### src/hw/rtl/nearest_color_classifier_defines.svh
// assertion helpers for the rtl
`ifndef NEAREST_COLOR_CLASSIFIER_DEFINES_SVH
`define NEAREST_COLOR_CLASSIFIER_DEFINES_SVH

// same-cycle implication, checks held off while in reset
`define NCC_ASSERT_SAME(label, clk, rst_n, ante, cons, msg) \
  label: assert property (@(posedge clk) disable iff (!rst_n) (ante) |-> (cons)) \
    else $error(msg);

// next-cycle implication, checks held off while in reset
`define NCC_ASSERT_NEXT(label, clk, rst_n, ante, cons, msg) \
  label: assert property (@(posedge clk) disable iff (!rst_n) (ante) |=> (cons)) \
    else $error(msg);

`endif

### src/hw/rtl/ncc_pkg.sv
`default_nettype none

package ncc_pkg;

  // field widths
  localparam int CHAN_W  = 8;
  localparam int TYPE_W  = 8;
  localparam int INDEX_W = 4;
  localparam int CFG_W   = 5;
  localparam int SQ_W    = 16;
  localparam int DIST_W  = 18;

  // request kinds
  localparam logic KIND_LOAD     = 1'b0;
  localparam logic KIND_CLASSIFY = 1'b1;

  // one reference table entry as stored in the ram
  typedef struct packed {
    logic              known;
    logic [TYPE_W-1:0] kind_code;
    logic [CHAN_W-1:0] red;
    logic [CHAN_W-1:0] green;
    logic [CHAN_W-1:0] blue;
  } entry_t;

  localparam int ENTRY_W = $bits(entry_t);

  // sequencer states
  typedef enum logic [1:0] {
    ST_IDLE = 2'b01,
    ST_SCAN = 2'b10
  } state_t;

endpackage

`default_nettype wire

### src/hw/rtl/ncc_ram.sv
`default_nettype none

module ncc_ram #(
  parameter int WIDTH = 33,
  parameter int DEPTH = 16
) (
  input  wire logic                                    clk,
  input  wire logic                                    we,
  input  wire logic [((DEPTH > 1) ? $clog2(DEPTH) : 1)-1:0] waddr,
  input  wire logic [WIDTH-1:0]                        wdata,
  input  wire logic                                    re,
  input  wire logic [((DEPTH > 1) ? $clog2(DEPTH) : 1)-1:0] raddr,
  output logic      [WIDTH-1:0]                        rdata
);

  logic [WIDTH-1:0] mem_r [DEPTH];

  // write port
  always_ff @(posedge clk) begin
    if (we) begin
      mem_r[waddr] <= wdata;
    end
  end

  // registered read port
  always_ff @(posedge clk) begin
    if (re) begin
      rdata <= mem_r[raddr];
    end
  end

endmodule

`default_nettype wire

### src/hw/rtl/nearest_color_classifier.sv
// nearest_color_classifier
// Holds a table of TABLE_DEPTH reference colors and finds the known entry
// nearest to a sample color in squared rgb distance.
// Request channel: a request is taken at a clock edge with start high and busy
// low. A load request (in_kind 0) writes one table entry at that edge, gives
// no result and leaves busy low, so one load can follow another every cycle.
// A classify request (in_kind 1) raises busy and scans entries 0 .. L-1, with
// L = min(entries_in_use, TABLE_DEPTH), one table read per cycle through the
// single ram read port followed by a square stage and a compare stage.
// Result: out_valid is high for one cycle, registered once the scan and the
// square and compare stages are done; an exact match ends the scan early.
// busy is low again in the out_valid cycle, so the next request can be taken
// then. The receiver cannot stall: a result is gone after its one cycle.
// Configuration: cfg_we writes entries_in_use from cfg_wdata at the edge; it
// is to be written only while the block is idle, which the block does not enforce.
// Reset (rst_n low, synchronous) marks all entries unknown through a row of
// valid flops, clears entries_in_use and drops busy and out_valid; there is
// no clearing pass over the ram.

`default_nettype none
`include "nearest_color_classifier_defines.svh"

module nearest_color_classifier #(
  parameter int TABLE_DEPTH = 16
) (
  input  wire logic                        clk,
  input  wire logic                        rst_n,
  // request channel
  input  wire logic                        start,
  output logic                             busy,
  input  wire logic                        in_kind,
  input  wire logic [ncc_pkg::INDEX_W-1:0] in_entry_index,
  input  wire logic [ncc_pkg::CHAN_W-1:0]  in_red,
  input  wire logic [ncc_pkg::CHAN_W-1:0]  in_green,
  input  wire logic [ncc_pkg::CHAN_W-1:0]  in_blue,
  input  wire logic [ncc_pkg::TYPE_W-1:0]  in_entry_type,
  input  wire logic                        in_entry_known,
  // result channel
  output logic                             out_valid,
  output logic [ncc_pkg::TYPE_W-1:0]       out_color_type,
  output logic                             out_exact_match,
  output logic [ncc_pkg::DIST_W-1:0]       out_best_distance_sq,
  output logic                             out_found_any,
  // configuration
  input  wire logic                        cfg_we,
  input  wire logic [ncc_pkg::CFG_W-1:0]   cfg_wdata
);

  import ncc_pkg::*;

  localparam int IW    = (TABLE_DEPTH > 1) ? $clog2(TABLE_DEPTH) : 1;
  localparam int CW    = $clog2(TABLE_DEPTH + 1);
  localparam int EXT_W = IW + INDEX_W;

  // state
  state_t                  state_r, state_nxt;
  logic [CFG_W-1:0]        entries_in_use_r, entries_in_use_nxt;
  logic [TABLE_DEPTH-1:0]  valid_r, valid_nxt;
  logic [CW-1:0]           limit_r, limit_nxt;
  logic [CW-1:0]           rd_cnt_r, rd_cnt_nxt;
  logic                    rd_vld_r, rd_vld_nxt;
  logic                    vb_r, vb_nxt;
  logic                    s1_vld_r, s1_vld_nxt;
  logic                    stop_r, stop_nxt;
  logic [CHAN_W-1:0]       samp_red_r, samp_red_nxt;
  logic [CHAN_W-1:0]       samp_green_r, samp_green_nxt;
  logic [CHAN_W-1:0]       samp_blue_r, samp_blue_nxt;
  logic [SQ_W-1:0]         sq_red_r, sq_red_nxt;
  logic [SQ_W-1:0]         sq_green_r, sq_green_nxt;
  logic [SQ_W-1:0]         sq_blue_r, sq_blue_nxt;
  logic                    s1_known_r, s1_known_nxt;
  logic [TYPE_W-1:0]       s1_type_r, s1_type_nxt;
  logic [DIST_W-1:0]       best_r, best_nxt;
  logic [TYPE_W-1:0]       best_type_r, best_type_nxt;
  logic                    have_r, have_nxt;
  logic                    exact_r, exact_nxt;
  logic                    out_valid_r, out_valid_nxt;
  logic [TYPE_W-1:0]       out_type_r, out_type_nxt;
  logic                    out_exact_r, out_exact_nxt;
  logic [DIST_W-1:0]       out_dist_r, out_dist_nxt;
  logic                    out_found_r, out_found_nxt;

  // combinational helpers
  logic                    accept;
  logic                    load_we;
  logic [EXT_W-1:0]        idx_ext;
  logic [IW-1:0]           wr_addr;
  logic [IW-1:0]           rd_addr;
  entry_t                  wr_ent;
  entry_t                  rd_ent;
  logic [ENTRY_W-1:0]      ram_rdata;
  logic                    issue;
  logic                    all_done;
  logic [CW-1:0]           lim_sat;
  logic [CHAN_W-1:0]       d_red, d_green, d_blue;
  logic [DIST_W-1:0]       dist_sum;

  assign busy   = (state_r == ST_SCAN);
  assign accept = start && !busy;

  // load request decode, out-of-table slots are dropped
  assign idx_ext = EXT_W'(in_entry_index);
  assign wr_addr = idx_ext[IW-1:0];
  assign load_we = accept && (in_kind == KIND_LOAD) &&
                   (32'(in_entry_index) < TABLE_DEPTH);

  always_comb begin
    wr_ent.known     = in_entry_known;
    wr_ent.kind_code = in_entry_type;
    wr_ent.red       = in_red;
    wr_ent.green     = in_green;
    wr_ent.blue      = in_blue;
  end

  // scan read issue, one entry per cycle until the limit or a stop
  assign issue   = (state_r == ST_SCAN) && !stop_r && (rd_cnt_r != limit_r);
  assign rd_addr = rd_cnt_r[IW-1:0];

  ncc_ram #(
    .WIDTH (ENTRY_W),
    .DEPTH (TABLE_DEPTH)
  ) u_table (
    .clk   (clk),
    .we    (load_we),
    .waddr (wr_addr),
    .wdata (wr_ent),
    .re    (issue),
    .raddr (rd_addr),
    .rdata (ram_rdata)
  );

  assign rd_ent = entry_t'(ram_rdata);

  // saturate the searched count at the table depth
  always_comb begin
    if (32'(entries_in_use_r) > TABLE_DEPTH) begin
      lim_sat = CW'(TABLE_DEPTH);
    end else begin
      lim_sat = CW'(entries_in_use_r);
    end
  end

  // per-channel absolute differences on the read data
  always_comb begin
    d_red   = (rd_ent.red   >= samp_red_r)   ? (rd_ent.red   - samp_red_r)
                                             : (samp_red_r   - rd_ent.red);
    d_green = (rd_ent.green >= samp_green_r) ? (rd_ent.green - samp_green_r)
                                             : (samp_green_r - rd_ent.green);
    d_blue  = (rd_ent.blue  >= samp_blue_r)  ? (rd_ent.blue  - samp_blue_r)
                                             : (samp_blue_r  - rd_ent.blue);
  end

  // distance from the registered squares
  assign dist_sum = DIST_W'(sq_red_r) + DIST_W'(sq_green_r) + DIST_W'(sq_blue_r);

  assign all_done = stop_r ||
                    ((rd_cnt_r == limit_r) && !rd_vld_r && !s1_vld_r);

  // next-state logic
  always_comb begin
    state_nxt          = state_r;
    entries_in_use_nxt = entries_in_use_r;
    valid_nxt          = valid_r;
    limit_nxt          = limit_r;
    rd_cnt_nxt         = rd_cnt_r;
    stop_nxt           = stop_r;
    samp_red_nxt       = samp_red_r;
    samp_green_nxt     = samp_green_r;
    samp_blue_nxt      = samp_blue_r;
    best_nxt           = best_r;
    best_type_nxt      = best_type_r;
    have_nxt           = have_r;
    exact_nxt          = exact_r;
    out_valid_nxt      = 1'b0;
    out_type_nxt       = out_type_r;
    out_exact_nxt      = out_exact_r;
    out_dist_nxt       = out_dist_r;
    out_found_nxt      = out_found_r;

    // configuration write
    if (cfg_we) begin
      entries_in_use_nxt = cfg_wdata;
    end

    // entry becomes valid once written
    if (load_we) begin
      valid_nxt[wr_addr] = 1'b1;
    end

    // read pipeline valids, flushed by a stop
    rd_vld_nxt = issue;
    vb_nxt     = valid_r[rd_addr];
    s1_vld_nxt = rd_vld_r && (state_r == ST_SCAN) && !stop_r;

    // square stage
    sq_red_nxt   = SQ_W'(d_red)   * SQ_W'(d_red);
    sq_green_nxt = SQ_W'(d_green) * SQ_W'(d_green);
    sq_blue_nxt  = SQ_W'(d_blue)  * SQ_W'(d_blue);
    s1_known_nxt = vb_r && rd_ent.known;
    s1_type_nxt  = rd_ent.kind_code;

    if (issue) begin
      rd_cnt_nxt = rd_cnt_r + CW'(1);
    end

    // compare stage: exact match stops, earlier entry wins a tie
    if (s1_vld_r && !stop_r && s1_known_r) begin
      if (dist_sum == '0) begin
        best_nxt      = '0;
        best_type_nxt = s1_type_r;
        have_nxt      = 1'b1;
        exact_nxt     = 1'b1;
        stop_nxt      = 1'b1;
      end else if (!have_r || (dist_sum < best_r)) begin
        best_nxt      = dist_sum;
        best_type_nxt = s1_type_r;
        have_nxt      = 1'b1;
      end
    end

    unique case (state_r)
      ST_IDLE: begin
        if (accept && (in_kind == KIND_CLASSIFY)) begin
          state_nxt      = ST_SCAN;
          limit_nxt      = lim_sat;
          rd_cnt_nxt     = '0;
          stop_nxt       = 1'b0;
          samp_red_nxt   = in_red;
          samp_green_nxt = in_green;
          samp_blue_nxt  = in_blue;
          best_nxt       = '0;
          best_type_nxt  = '0;
          have_nxt       = 1'b0;
          exact_nxt      = 1'b0;
        end
      end
      ST_SCAN: begin
        if (all_done) begin
          state_nxt     = ST_IDLE;
          out_valid_nxt = 1'b1;
          out_type_nxt  = best_type_r;
          out_exact_nxt = exact_r;
          out_dist_nxt  = best_r;
          out_found_nxt = have_r;
        end
      end
      default: begin
        state_nxt = ST_IDLE;
      end
    endcase
  end

  // control registers
  always_ff @(posedge clk) begin
    if (!rst_n) begin
      state_r          <= ST_IDLE;
      entries_in_use_r <= '0;
      valid_r          <= '0;
      rd_cnt_r         <= '0;
      limit_r          <= '0;
      rd_vld_r         <= 1'b0;
      s1_vld_r         <= 1'b0;
      stop_r           <= 1'b0;
      out_valid_r      <= 1'b0;
    end else begin
      state_r          <= state_nxt;
      entries_in_use_r <= entries_in_use_nxt;
      valid_r          <= valid_nxt;
      rd_cnt_r         <= rd_cnt_nxt;
      limit_r          <= limit_nxt;
      rd_vld_r         <= rd_vld_nxt;
      s1_vld_r         <= s1_vld_nxt;
      stop_r           <= stop_nxt;
      out_valid_r      <= out_valid_nxt;
    end
  end

  // payload registers
  always_ff @(posedge clk) begin
    vb_r         <= vb_nxt;
    samp_red_r   <= samp_red_nxt;
    samp_green_r <= samp_green_nxt;
    samp_blue_r  <= samp_blue_nxt;
    sq_red_r     <= sq_red_nxt;
    sq_green_r   <= sq_green_nxt;
    sq_blue_r    <= sq_blue_nxt;
    s1_known_r   <= s1_known_nxt;
    s1_type_r    <= s1_type_nxt;
    best_r       <= best_nxt;
    best_type_r  <= best_type_nxt;
    have_r       <= have_nxt;
    exact_r      <= exact_nxt;
    out_type_r   <= out_type_nxt;
    out_exact_r  <= out_exact_nxt;
    out_dist_r   <= out_dist_nxt;
    out_found_r  <= out_found_nxt;
  end

  // result ports
  assign out_valid            = out_valid_r;
  assign out_color_type       = out_type_r;
  assign out_exact_match      = out_exact_r;
  assign out_best_distance_sq = out_dist_r;
  assign out_found_any        = out_found_r;

  // terms for the checks
  logic exact_hit, exact_ok, none_hit, none_ok, classify_acc;

  assign exact_hit    = out_valid && out_exact_match;
  assign exact_ok     = (out_best_distance_sq == '0) && out_found_any;
  assign none_hit     = out_valid && !out_found_any;
  assign none_ok      = (out_color_type == '0) && (out_best_distance_sq == '0) &&
                        !out_exact_match;
  assign classify_acc = start && !busy && (in_kind == KIND_CLASSIFY);

  // checks
  `NCC_ASSERT_SAME(a_result_idle, clk, rst_n, out_valid, !busy, "result while busy")
  `NCC_ASSERT_SAME(a_exact_zero, clk, rst_n, exact_hit, exact_ok, "exact match not zero")
  `NCC_ASSERT_SAME(a_none_zero, clk, rst_n, none_hit, none_ok, "empty search result not zero")
  `NCC_ASSERT_SAME(a_cnt_bound, clk, rst_n, busy, rd_cnt_r <= limit_r, "scan read past limit")
  `NCC_ASSERT_NEXT(a_classify_busy, clk, rst_n, classify_acc, busy, "classify did not scan")

endmodule

`default_nettype wire

### config.mk
export PLATFORM = sky130hd
export DESIGN_NAME = nearest_color_classifier
export DESIGN_NICKNAME = d
export VERILOG_FILES = /design/src/hw/rtl/ncc_pkg.sv /design/src/hw/rtl/ncc_ram.sv /design/src/hw/rtl/nearest_color_classifier.sv
export VERILOG_INCLUDE_DIRS = /design/src /design/src/hw/rtl
export SDC_FILE = /design/constraint.sdc
export NUM_CORES = 1
export LEC_CHECK = 0
export BUFFER_PORTS_ARGS = -buffer_cell sky130_fd_sc_hd__buf_2
export CAP_MARGIN = 10
export CORE_ASPECT_RATIO = 0.9
export CORE_MARGIN = 2
export CORE_UTILIZATION = 40
export CTS_CLUSTER_SIZE = 8
export DETAILED_ROUTE_END_ITERATION = 6
export PLACE_DENSITY = 0.53
export SLEW_MARGIN = 20
export SYNTH_ARGS = -nofsm -noshare
export SYNTH_HDL_FRONTEND = slang
export SYNTH_SLANG_ARGS = --single-unit
### constraint.sdc
create_clock -name clk -period 6.15 [get_ports clk]
set_input_delay 0.9225 -clock clk [delete_from_list [all_inputs] [get_ports clk]]
set_output_delay 0.9225 -clock clk [all_outputs]
set_load 0.1 [all_outputs]
---- Yosys cells after proc, flatten, opt, wreduce, memory -nomap -nowiden ----
Memory sizes are Yosys's and may differ from the RTL's. A register that Yosys moved wholly into a read port is not among the register bits.
Cells that the tools add are included.
storage, ports and cells
  memories kept ........................... 1
  memory bits (writable) .................. 528
  bits in registers ....................... 175
  output and inout bits ................... 30
  memory bits (read-only) ................. 0
  bits in latches ......................... 0
  word-level logic and storage cells ...... 120
  input bits .............................. 47
operators by class
  shift-type cells ........................ 0
  $lt $le $gt $ge ......................... 8
  bitwise operators ....................... 2
  mux-type cells .......................... 40
  div/mod/pow operators ................... 0
  add/sub/neg operators ................... 9
  reduce and logical (&&, ||, !) cells .... 25
  equal/unequal tests ..................... 6
  $mul .................................... 3
memory list
  memory         depth  width  read ports  clocked after memory_dff  write ports  line           RTL
  u_table.mem_r  16     33     1           1                         1            ncc_ram.sv:16  logic [WIDTH-1:0] mem_r [DEPTH];
operators with widths
  kind                                                                   count
  18-bit two-way mux                                                     5
  8-bit two-way mux                                                      8
  8-bit by 8-bit multiplier with 16-bit output                           3
  8-bit subtractor                                                       6
  8-bit >= comparator                                                    3
  5-bit two-way mux                                                      4
  17-bit by 16-bit adder with 18-bit output                              1
  18-bit zero test                                                       1
  18-bit < comparator                                                    1
  1-bit two-way mux                                                      18
  16-bit by 16-bit adder with 17-bit output                              1
  16-bit bitwise OR                                                      1
  1-bit logical AND                                                      13
  4-bit by 5-bit < comparator with 1-bit output, second input constant   2
  2-bit AND reduction                                                    4
  5-bit by 1-bit adder with 5-bit output, second input constant          1
  5-bit == test                                                          1
  5-bit greater-than comparator, second input constant                   1
  1-bit zero test                                                        5
  5-bit inequality test                                                  1
  1-bit binary-select mux with 4-bit select                              1
  1-bit demux with 4-bit select                                          1
  4-bit by 1-bit >= comparator with 1-bit output, second input constant  1
  2-bit two-way mux                                                      2
  7 further kinds                                                        8

---- Depth between registers and ports, before layout ----
  word-level depth ........................ 9
  depth in mapped cells ................... 31
  depth with buffers taken out ............ 30

---- Hierarchy ----
A second synthesis with hierarchy kept.
unflattened totals
  cell total of the unflattened synthesis .. 2269
  area total of the unflattened synthesis .. 34570.7 um^2
by module, submodules not included
  module                    area an instance (um^2)  cells each  sequential area each (um^2)  times used
  ncc_ram                   20960.1                  864         16846.2                      1
  nearest_color_classifier  13610.6                  1405        3963.8                       1

---- Worst setup path after synthesis ----
Ideal clock, no wire load.
  kind .................................... flip-flop to flip-flop
  start point ............................. register u_table.rdata[8] (read register of u_table.mem_r)
  end point ............................... register sq_green_r[15]
  required time ........................... 6.078 ns
  setup slack ............................. -0.108 ns
  cell stages (with the launch flop) ...... 27
  arrival ................................. 6.186 ns
  buffers on the path ..................... 0
  setup time .............................. 0.072 ns
  clock period less this slack ............ 6.258 ns
  cells stage by stage .................... edfxtp_1 > inv_1 > ha_1 > inv_1 > fa_1 > nand3_1 > a31oi_1 > o211a_1 > a2111oi_0 > o31ai_1 > a222oi_1 > xor2_1 > or2_2 > fa_1 > inv_1 > fa_1 > inv_1 > fa_1 > fa_1 > inv_1 > ha_1 > a21oi_1 > nor2b_1 > o2111ai_1 > nand3_1 > o41ai_1 > xnor2_1
on the way
  word-level cells in the longest chain between the ends .. 3
  elaborated cells between the ends (all ways) .. 5
  those cells by class .................... 2 x add/sub; 1 x mul; 1 x order compare; 1 x mux
ends and longest elaborated chain
  item                                            line                             RTL
  start: declaration                              ncc_ram.sv:13                    output logic [WIDTH-1:0] rdata
  8-bit subtractor (tied with other cells)        nearest_color_classifier.sv:148  : (samp_green_r - rd_ent.green);
  8-bit two-way mux *                             nearest_color_classifier.sv:147  d_green = (rd_ent.green >= samp_green_r) ? (rd_ent.green - samp_green_r)
  8-bit by 8-bit multiplier with 16-bit output *  nearest_color_classifier.sv:197  sq_green_nxt = SQ_W'(d_green) * SQ_W'(d_green);
  net sq_green_nxt[15]                            nearest_color_classifier.sv:69   logic [SQ_W-1:0] sq_green_r, sq_green_nxt;
  end signal: assignment                          nearest_color_classifier.sv:285  sq_green_r <= sq_green_nxt;
  end: declaration                                nearest_color_classifier.sv:69
The timed path passes the listed nets; every way through them passes the cells marked *.
A chain may end at the register's enable or synchronous reset.

---- Worst setup path in the final report ----
  start point ............................. register u_table.rdata[16] (read register of u_table.mem_r)
  end point ............................... register sq_red_r[15]
on the way
  word-level cells in the longest chain between the ends .. 3
  elaborated cells between the ends (all ways) .. 5
  those cells by class .................... 2 x add/sub; 1 x mul; 1 x order compare; 1 x mux
ends and longest elaborated chain
  item                                            line                             RTL
  8-bit subtractor (tied with other cells)        nearest_color_classifier.sv:146  : (samp_red_r - rd_ent.red);
  8-bit two-way mux *                             nearest_color_classifier.sv:145  d_red = (rd_ent.red >= samp_red_r) ? (rd_ent.red - samp_red_r)
  8-bit by 8-bit multiplier with 16-bit output *  nearest_color_classifier.sv:196  sq_red_nxt = SQ_W'(d_red) * SQ_W'(d_red);
  net sq_red_nxt[15]                              nearest_color_classifier.sv:68   logic [SQ_W-1:0] sq_red_r, sq_red_nxt;
  end signal: assignment                          nearest_color_classifier.sv:284  sq_red_r <= sq_red_nxt;
  end: declaration                                nearest_color_classifier.sv:68
Marked as above.

==> results_dict.tcl <==
set metrics [dict create \
    status "finished, violations left" \
    violations "setup timing" \
    rr_startpoint "u_table.rdata[16]" \
    core_region_area_um2 84000 \
    ant_nets 0 \
    dieArea_um2 86900 \
    cts_tree "yes" \
    grt_use_total 0.182 \
    worst_slew_pin_slew_ps 1120 \
    fmax_ghz 0.162 \
    rsz0062_at_grt "true" \
    die_h_um 280 \
    cap_viol_max_count 0 \
    power.leakage_nw 14.8 \
    port_buffers 76 \
    hpwl_um 48100 \
    cp-end-kind "flip-flop" \
    ctsHoldBuffers 0 \
    holdPathEnd "s1_type_r[5]" \
    fin_crit_ps 6170 \
    required_ps 6720 \
    grt_max_degree 141 \
    syn_to_final_growth_pct 19.2 \
    r2r_cells 28 \
    cts_made_buffers 102 \
    fin_nets 2712 \
    worstPathArrival_ps 6740 \
    synth_cell_type_count 66 \
    relSlewSlack 0.254 \
    drtIter0Drc 1147 \
    critPathMaxStageDelay_ps 530 \
    avgSynthCellArea_um2 16.0 \
    cp_max_fo 7 \
    final.fill_count 7114 \
    viasPerCell 5.17 \
    yosysMostFrequentCell "edfxtp_1" \
    hold_viol_final 0 \
    slowest_stage "fa_1" \
    drc 0 \
    yosys-top-cells-area "edfxtp_1 54%, mux4_2 11%, dfxtp_1 7.1%, ha_1 6.3%, fa_1 5.7%" \
    wl_per_cell_um 22.2 \
    yosys_warnings 0 \
    finalCritPeriodShare 1.00 \
    dominantRegCellSynth "edfxtp_1" \
    cts_max_path_buffers 3 \
    clkTransAtPathRegs_ps 50 \
    clk_latency_ps 660 \
    routed_wl_um 79000 \
    cellPowerDensity_nw_per_um2 418 \
    finalWorstSetupSlack_ps -17.2 \
    ys_ff_latch 733 \
    fin_skew_ps 61.9 \
    setup_viol_count_final 1 \
    slew_viol_final 0 \
    whs_ps 340 \
    synth-edff-count 613 \
    synth_nets 2421 \
    cts.sinks 733 \
    synth_area_um2 33800 \
    die_w_um 311 \
    cp-start-kind "flip-flop" \
    tns_ps -17.2 \
    whs_path_depth 0 \
    synthCells 2109 \
    start_util 0.402 \
    irDropWorstVdd_mv 0.344 \
    synthTopCellsByCount "613 x edfxtp_1, 214 x inv_1, 170 x mux4_2, 169 x ha_1, 157 x nor2_1" \
    antenna_found_initial 9 \
    grt_pass1_vias 19200 \
    grt_pass1_wl_um 118000 \
    min_from "u_table.rdata[29]" \
    dr_total_vias 18400 \
    hold_class "flip-flop to flip-flop" \
    timing.rr.end "sq_red_r[15]" \
    gp_congestion 0.804 \
    async_flop_share 0 \
    crit_type "flip-flop to flip-flop" \
    ff2ff_setup_slack_ps -20 \
    root_buffer "clkbuf_16" \
    htreeDepth 3 \
    ys_seq_area_frac 0.615 \
    synth_area_leader_cell "edfxtp_1" \
    drive_gt1_frac 0.285 \
    first_pass_iters 5 \
    synth.top_cell.area_share 0.544 \
    io_pins 77 \
    overflow 0 \
    placementRows 101 \
]
-- cell families after synthesis --
logic type,synth area share
XOR/XNOR,0.0236
AND/OR/NAND/NOR,0.0450
AO/OA/AOI/OAI,0.0423
other,0.000111
flip-flops,0.615
adder cells (fa/ha/maj),0.119
buffers and inverters,0.0314
multiplexers,0.123
-- cell type report --
cell class | instances | area, µm² | area share
antenna | 3 | 7.51 | 0.000186
clock buffer | 122 | 2650 | 0.0657
clock inverter | 7 | 171 | 0.00425
inverter | 214 | 810 | 0.0201
multi-input combinational | 1098 | 12700 | 0.315
sequential | 733 | 20800 | 0.517
tap | 1133 | 1420 | 0.0352
timing repair buffer | 251 | 1740 | 0.0431
-- critical path, delay by kind of cell (launching register included) --
family	cells	cell delay, ps
simple gates	2	240
xor+xnor	3	480
buf+inv	6	580
compound gates	11	2100
flops	1	370
fa+ha+maj	6	2280
-- power breakdown --
part           leakage (nW)  total (mW)  internal (mW)  switching (mW)
logic                  6.85        6.13           2.90            3.22
clock network          1.36        5.02           3.02            1.99
registers              6.55        5.70           5.59           0.110
-- sequential cells by signal, indices dropped and copies added, names as in the netlist, 15 cells and up --
name / cells
sq_red_r: 15
u_table.mem_r: 528
sq_blue_r: 15
u_table.rdata: 33
best_r: 18
out_best_distance_sq: 18
valid_r: 16
sq_green_r: 15
-- placed cells by master (no fill, tap or decap), types with 44 or more instances in the layout --
| master | n |
|---|---|
| a21oi_1 | 47 |
| buf_2 | 76 |
| buf_4 | 171 |
| clkbuf_16 | 103 |
| dfxtp_1 | 116 |
| edfxtp_1 | 613 |
| fa_1 | 87 |
| ha_1 | 155 |
| inv_1 | 196 |
| mux4_2 | 170 |
| nand2_1 | 47 |
| nor2_1 | 126 |
| xnor2_1 | 44 |
-- how the worst max path moves through the flow --
stage,from,to,slack [ps],cells after the start
floorplan,u_table.rdata[8],sq_green_r[15],40,26
global placement,u_table.rdata[8],sq_green_r[15],-50,27
detailed placement,u_table.rdata[8],sq_green_r[15],-200,27
CTS,u_table.rdata[8],sq_green_r[15],-60,27
global route,u_table.rdata[8],sq_green_r[15],-370,28
finish,u_table.rdata[16],sq_red_r[15],-20,28
-- metrics by stage --
step,power [mW],setup WS [ps],utilization,instance area (µm²),instances
floorplan,9.50,36.4,-,33800,2109
global placement,11.3,-45.6,0.436,36700,3403
detailed placement,11.4,-196,0.436,36700,3403
CTS,16.6,-59.2,0.473,39700,3544
global route,18.0,-369,0.480,40300,3560
finish,16.8,-17.2,0.480,40300,3561
-- per-layer routing --
| layer | vias to the layer above | part of all wire | wire (µm) | global-route usage |
|---|---|---|---|---|
| li1 | 8402 | - | - | - |
| met1 | 9443 | 0.43 | 33700 | 0.237 |
| met3 | 142 | 0.042 | 3300 | 0.0315 |
| met2 | 404 | 0.50 | 39600 | 0.310 |
| met5 | - | 0.00046 | 36 | 0 |
| met4 | 6 | 0.030 | 2340 | 0.0596 |
-- timing repair --
action,in CTS,in global routing
setup endpoints to repair,11,19
pin swaps,29,62
gates resized for setup,32,111
setup buffers,12,14
No activity file was read; power rests on OpenSTA's default activity.
